### src/hw/rtl/ffbp_pkg.sv
// Shared constants and types for the first-fit block pool.
`default_nettype none
package ffbp_pkg;

  localparam int TABLE_DEPTH_DEF = 64;
  localparam int SIZE_WIDTH_DEF  = 24;

  localparam int REQ_SIZE_WIDTH = 24;
  localparam int HANDLE_WIDTH   = 6;
  localparam int STATUS_WIDTH   = 3;
  localparam int COUNT_WIDTH    = 7;
  localparam int WIDE_SIZE      = 48;
  localparam int WIDE_COUNT     = 16;

  typedef enum logic [0:0] {
    OP_ALLOC   = 1'b0,
    OP_RELEASE = 1'b1
  } opcode_t;

  typedef enum logic [STATUS_WIDTH-1:0] {
    ST_REUSED   = 3'd0,
    ST_APPENDED = 3'd1,
    ST_FULL     = 3'd2,
    ST_RELEASED = 3'd3,
    ST_IGNORED  = 3'd4
  } status_t;

  // what one cell reports to the controller in a scan step
  typedef struct packed {
    logic fit;        // token here, free entry big enough
    logic app;        // token here, cell unused: append point
    logic rel_hit;    // release names this cell and it is in the table
    logic rel_busy;   // ... and it was marked in use
  } cell_ev_t;

endpackage
`default_nettype wire

### src/hw/rtl/ffbp_cell.sv
// One table entry of the pool: size, in-use mark and the scan token.
`default_nettype none
module ffbp_cell
  import ffbp_pkg::*;
#(
  parameter int INDEX      = 0,
  parameter int SIZE_WIDTH = SIZE_WIDTH_DEF
) (
  input  wire logic                    clk,
  input  wire logic                    rst,
  input  wire logic                    start,     // new allocate accepted
  input  wire logic                    step,      // controller advances one step
  input  wire logic                    rel_mode,  // a release is in progress
  input  wire logic [SIZE_WIDTH-1:0]   req_size,
  input  wire logic [HANDLE_WIDTH-1:0] handle,
  input  wire logic                    pass_in,
  output logic                         pass_out,
  output cell_ev_t                     ev
);

  localparam bit ADDRESSABLE = (INDEX < (1 << HANDLE_WIDTH));
  localparam bit FIRST       = (INDEX == 0);

  logic                  token;
  logic                  present;
  logic                  busy;
  logic [SIZE_WIDTH-1:0] size;
  logic                  fits;
  logic                  sel;

  assign fits     = !busy && (size >= req_size);
  assign sel      = ADDRESSABLE && rel_mode && (handle == HANDLE_WIDTH'(INDEX));
  assign pass_out = token && present && !fits;

  assign ev.fit      = token && present && fits;
  assign ev.app      = token && !present;
  assign ev.rel_hit  = sel && present;
  assign ev.rel_busy = sel && present && busy;

  always_ff @(posedge clk) begin
    if (rst) begin
      token   <= 1'b0;
      present <= 1'b0;
      busy    <= 1'b0;
    end else begin
      if (start) begin
        token <= FIRST;
      end else if (step) begin
        token <= pass_in;
      end
      if (step) begin
        if (ev.fit) begin
          busy <= 1'b1;
        end
        if (ev.app) begin
          present <= 1'b1;
          busy    <= 1'b1;
        end
        if (ev.rel_hit) begin
          busy <= 1'b0;
        end
      end
    end
  end

  // payload, written only on append
  always_ff @(posedge clk) begin
    if (step && ev.app) begin
      size <= req_size;
    end
  end

endmodule
`default_nettype wire

### config.mk
export PLATFORM = sky130hd
export DESIGN_NAME = ffbp_cell
export DESIGN_NICKNAME = d
export VERILOG_FILES = /design/src/hw/rtl/ffbp_pkg.sv /design/src/hw/rtl/ffbp_cell.sv
export SDC_FILE = /design/constraint.sdc
export NUM_CORES = 1
export LEC_CHECK = 0
export CAP_MARGIN = 0
export CORE_MARGIN = 1
export CORE_UTILIZATION = 60
export CTS_BUF_LIST = sky130_fd_sc_hd__clkbuf_2
export CTS_CLUSTER_DIAMETER = 60
export CTS_CLUSTER_SIZE = 14
export DETAILED_ROUTE_END_ITERATION = 7
export DONT_BUFFER_PORTS = 1
export GPL_ROUTABILITY_DRIVEN = 0
export PLACE_DENSITY = 0.76
export SYNTH_ARGS = -nofsm -noshare
export SYNTH_HDL_FRONTEND = slang
export SYNTH_SLANG_ARGS = --single-unit
### constraint.sdc
create_clock -name clk -period 4.5 [get_ports clk]
set_input_delay 0.225 -clock clk [delete_from_list [all_inputs] [get_ports clk]]
set_output_delay 0.225 -clock clk [all_outputs]
set_load 0.03 [all_outputs]
# Word level (Yosys, flattened, before mapping)
# Index checks and enable logic that the tools add are counted.
# op_classes
magnitude_cmp	1
n_mux	5
reduce_logical	17
# ops
cell	count
greater-or-equal comparator 24 bit	1
logical AND 1 bit	9
zero test 6 bit	1
2-to-1 mux 1 bit	5
AND reduction 2 bit	2
zero test 1 bit	3
nonzero test 3 bit	1
nonzero test 2 bit	1
# word_totals
regBits	27
in_bits	36
out_inout_bits	5
wordCells	27

# Longest topological paths before layout
# depth
word_depth	6
depth_mapped	7
depth_no_buf	7

# Worst setup path before layout
# OpenSTA, ideal clock, no wires.
# synth_path
path_type	reg2out
from	register size[22]
to	output port ev[3] (netlist bit)
arrival_ns	1.849
required_time_ns	4.275
slack_ns	2.426
path_stages_with_launch	7
path_buffers	0
cell_sequence	edfxtp_1 > ha_1 > nand4_1 > nor2_1 > and3_2 > a211oi_2 > nor3_1
# synth_lines
item	line	source
start, declared	ffbp_cell.sv:27	logic [SIZE_WIDTH-1:0] size;
start signal, assigned	ffbp_cell.sv:69	size <= req_size;
end, declared	ffbp_cell.sv:18	output cell_ev_t ev

==> summary.md <==
| Metric | Value |
|---|---|
| Wirelength per Cell | about 15 um |
| Worst-margin pin slew | between 1 and 1.5 ns |
| Layout cells sized above 1 | between 4 and 5% |
| Max-slew violation count | 0 |
| CP Launch Point | size[13] |
| Required @ worst endpoint | ~4.3 ns |
| Relative slew margins | roughly 31% |
| Root Driver | clkbuf_2 |
| EDFF count, synth | 24 |
| R2R cell count | 2 |
| Die ar. | about 2700 um2 |
| Chip Width | roughly 52 um |
| Bufs on Longest Clock Path | 2 |
| Pwr per Cell Area | around 250 nW/um2 |
| Cts bufs inserted | 3 |
| Routed WL | roughly 2800 um |
| Most used cell, CP | nor3_1 |
| Critical-path top delay cell | nor3_1 |
| Seq cells post-synth | 27 |
| Initial Util | about 66% |
| Lkg Pwr | ~0.8 nW |
| Worst Clk Skew | roughly 0.017 ns |
| DRC Markers | 0 |
| Most frequent cell after synthesis | inv_1 |
| Vias in the first global route | 1162 |
| Die Height | 51.94 um |
| Setup crit end kind | output port |
| Ys flop type | edfxtp_1 |
| Peak VDD IR | roughly 0.25 mV |
| Largest net degree at the start of global routing | 25 |
| Final setup viols | 0 |
| GRT overflow | 0 |
| Sequential area share after synthesis | roughly 52% |
| Max-cap violation count | 0 |
| Average size of a mapped cell | 11.51 um2 |
| First DRT Iteration DRCs | 33 |
| Worst path max stage delay | 0.70 ns |
| GRT Util Overall | between 20 and 25% |
| Placed cell areas | roughly 1500 um2 |
| Row Count | 17 |
| Post-synth net total | 190 |
| Adder-Cell Fraction of Synth Area | roughly a fifth |
| Hold Vio Cnt, Final | 0 |
| H-tree depth | 1 |
| CP Cell Sequence | ha_1 -> nand4_1 -> nor3_1 -> and3_2 -> a211oi_2 -> nor3_1 |
| R2R setup slack | around 2.2 ns |
| Multiplexer area fraction after synthesis | 0% |
| Worst-path fanout max | 3 |
| IO buf count | 0 |
| CP Capture Point | ev[3] |
| Asr flop ratio synth | 0% |
| Fill count | around 150 |
| Main combinational cell family by area after synthesis | adder cells |
| Simple-Gate Fraction of Synth Area | about a tenth |
| Cell area after synthesis | about 1500 um2 |
| Crit path time final | 2.649 ns |
| TritonCTS clock tree | yes |
| Tightest Hold Check Type | in2reg |
| Setup TNS | 0 ns |
| Sink count of the clock tree | 27 |
| # nets final | 222 |
| Status | complete, no violations |
| Latest clock arrival within the worst-skew pair | between 0.3 and 0.4 ns |
| Worst r2r src | token |
| Setup Buffers After CTS | 0 |
| Fin Hold WS | about 0.11 ns |
| Worst-path clk slew | approximately 0.26 ns |
| Number of I/O pins | just over 40 |
| Area growth from synthesis to layout | 21.74% |
| Post-synth top area cell | edfxtp_1 |
| Final Cycle Share | 58.87% |
| F_max | roughly 380 MHz |
| Synth Warn # | 0 |
| Startpoint Class | register |
| Initial antenna violation count | 0 |
| Final setup margin | around 1.9 ns |
| Post-synth top area share | ~48% |
| Arrival time at the worst endpoint | roughly 2.4 ns |
| CP Class | reg2out |
| RSZ-0062 raised after global routing | no |
| Top cells by area, synth | edfxtp_1 (48%), ha_1 (20%), inv_1 (6.3%) |
| DP Worst Slack | around 2.2 ns |
| Instance count of the mapped netlist | 130 |
| First-pass GRT wire length | 4712 um |
| Post-synthesis compound-gate area fraction | 11.29% |
| DRT Pass-1 Iters | 4 |
| Netlist cell types | 28 |
| Post-DP HPWL | a little under 2000 um |
| DRT antenna net count | 0 |
| Reg-to-reg endpoint | size[11] |
| Via count | between 1000 and 1500 |
| Ant diodes | 0 |
| Core ar. | 2276 um2 |
| Most frequent cells after synthesis | inv_1 (25), edfxtp_1 (24), ha_1 (24), a21oi_1 (10), nand2_1 (7) |
| Synth Area in XOR/XNOR | 0% |
| Post-route cell area | about 1800 um2 |
| Via density | about 5.7 |
## flip-flops by register name (all words and copies together) (netlist names)
register / cells
busy: 1
token: 1
size: 24
present: 1
## critical path: cells and delay by family, from the launching register on
family	cells	cell delay [ns]
AOI/OAI and AO/OA	1	0.09
adders and majority gates	1	0.32
DFF	1	0.46
and+or+nand+nor	4	1.19
## power by group
group	total [W]	leakage [nW]	switching [W]	internal [W]
clock	0.0000939	0.0164	0.0000738	0.0000201
sequential	0.000290	0.246	0.00000484	0.000285
combinational	0.0000762	0.534	0.0000373	0.0000389
## metrics by stage
step                      power [W]  cells  utilization [%]
after floorplan           0.0003388    130                -
after global placement    0.0003477    158            67.29
after detailed placement  0.0003520    158            67.29
after CTS                 0.0004601    189            80.04
after global routing      0.0004799    189            80.04
final                     0.0004604    189            80.04
## cells by family after synthesis
family	after synthesis
buf+inv	25
flops	27
compound gates	25
fa+ha+maj	24
simple gates	29
## per-layer routing
layer / part of all wire (%) / GRT usage, % / vias up
li1: - / - / 530
met1: 42 / 26.48 / 484
met2: 50 / 44.02 / 44
met3: 5.1 / 4.678 / 11
met4: 2.8 / 13.06 / 0
met5: 0 / 0 / -
## cell usage in the layout (no fill, tap or decap), drive strengths merged
master and n:
a211o 1, a211oi 3, a21oi 11, a221o 1
a31oi 1, and2 2, and3 1, and4b 1
clkbuf 3, clkinv 1, dfxtp 3, dlygate4sd3 27
edfxtp 24, ha 24, inv 25, nand2 7
nand2b 1, nand3 1, nand4 3, nor2 5
nor2b 3, nor3 4, nor4b 1, o21a 1
o21ai 3, o21ba 1, o221ai 1, o2bb2ai 1
o31ai 1
## cell type report
class                      count  area (um2)  share of cell area (%)
inverter                      25       93.84                   5.151
clock buffer                   3       15.01                  0.8242
timing repair buffer          27       270.3                   14.84
clock inverter                 1       5.005                  0.2747
tap                           28       35.03                   1.923
multi-input combinational     78       621.8                   34.13
sequential                    27       780.7                   42.86
## worst min path at each step
stage	slack, ns	startpoint	endpoint	cells past startpoint
2_1_floorplan	0.30	rst	present	1
3_3_place_gp	0.30	rst	token	1
3_5_place_dp	0.30	rst	present	1
4_1_cts	0.11	step	busy	3
5_1_grt	0.11	step	busy	3
6_report	0.11	step	busy	3
## timing repair
| action | CTS | global route |
|---|---|---|
| endpoints found under the hold margin | 27 | 0 |
| hold buffers | 27 | 0 |
| gates resized for setup | 0 | 0 |
| setup endpoints to repair | 0 | 0 |
No activity file was read; power rests on OpenSTA's default activity.
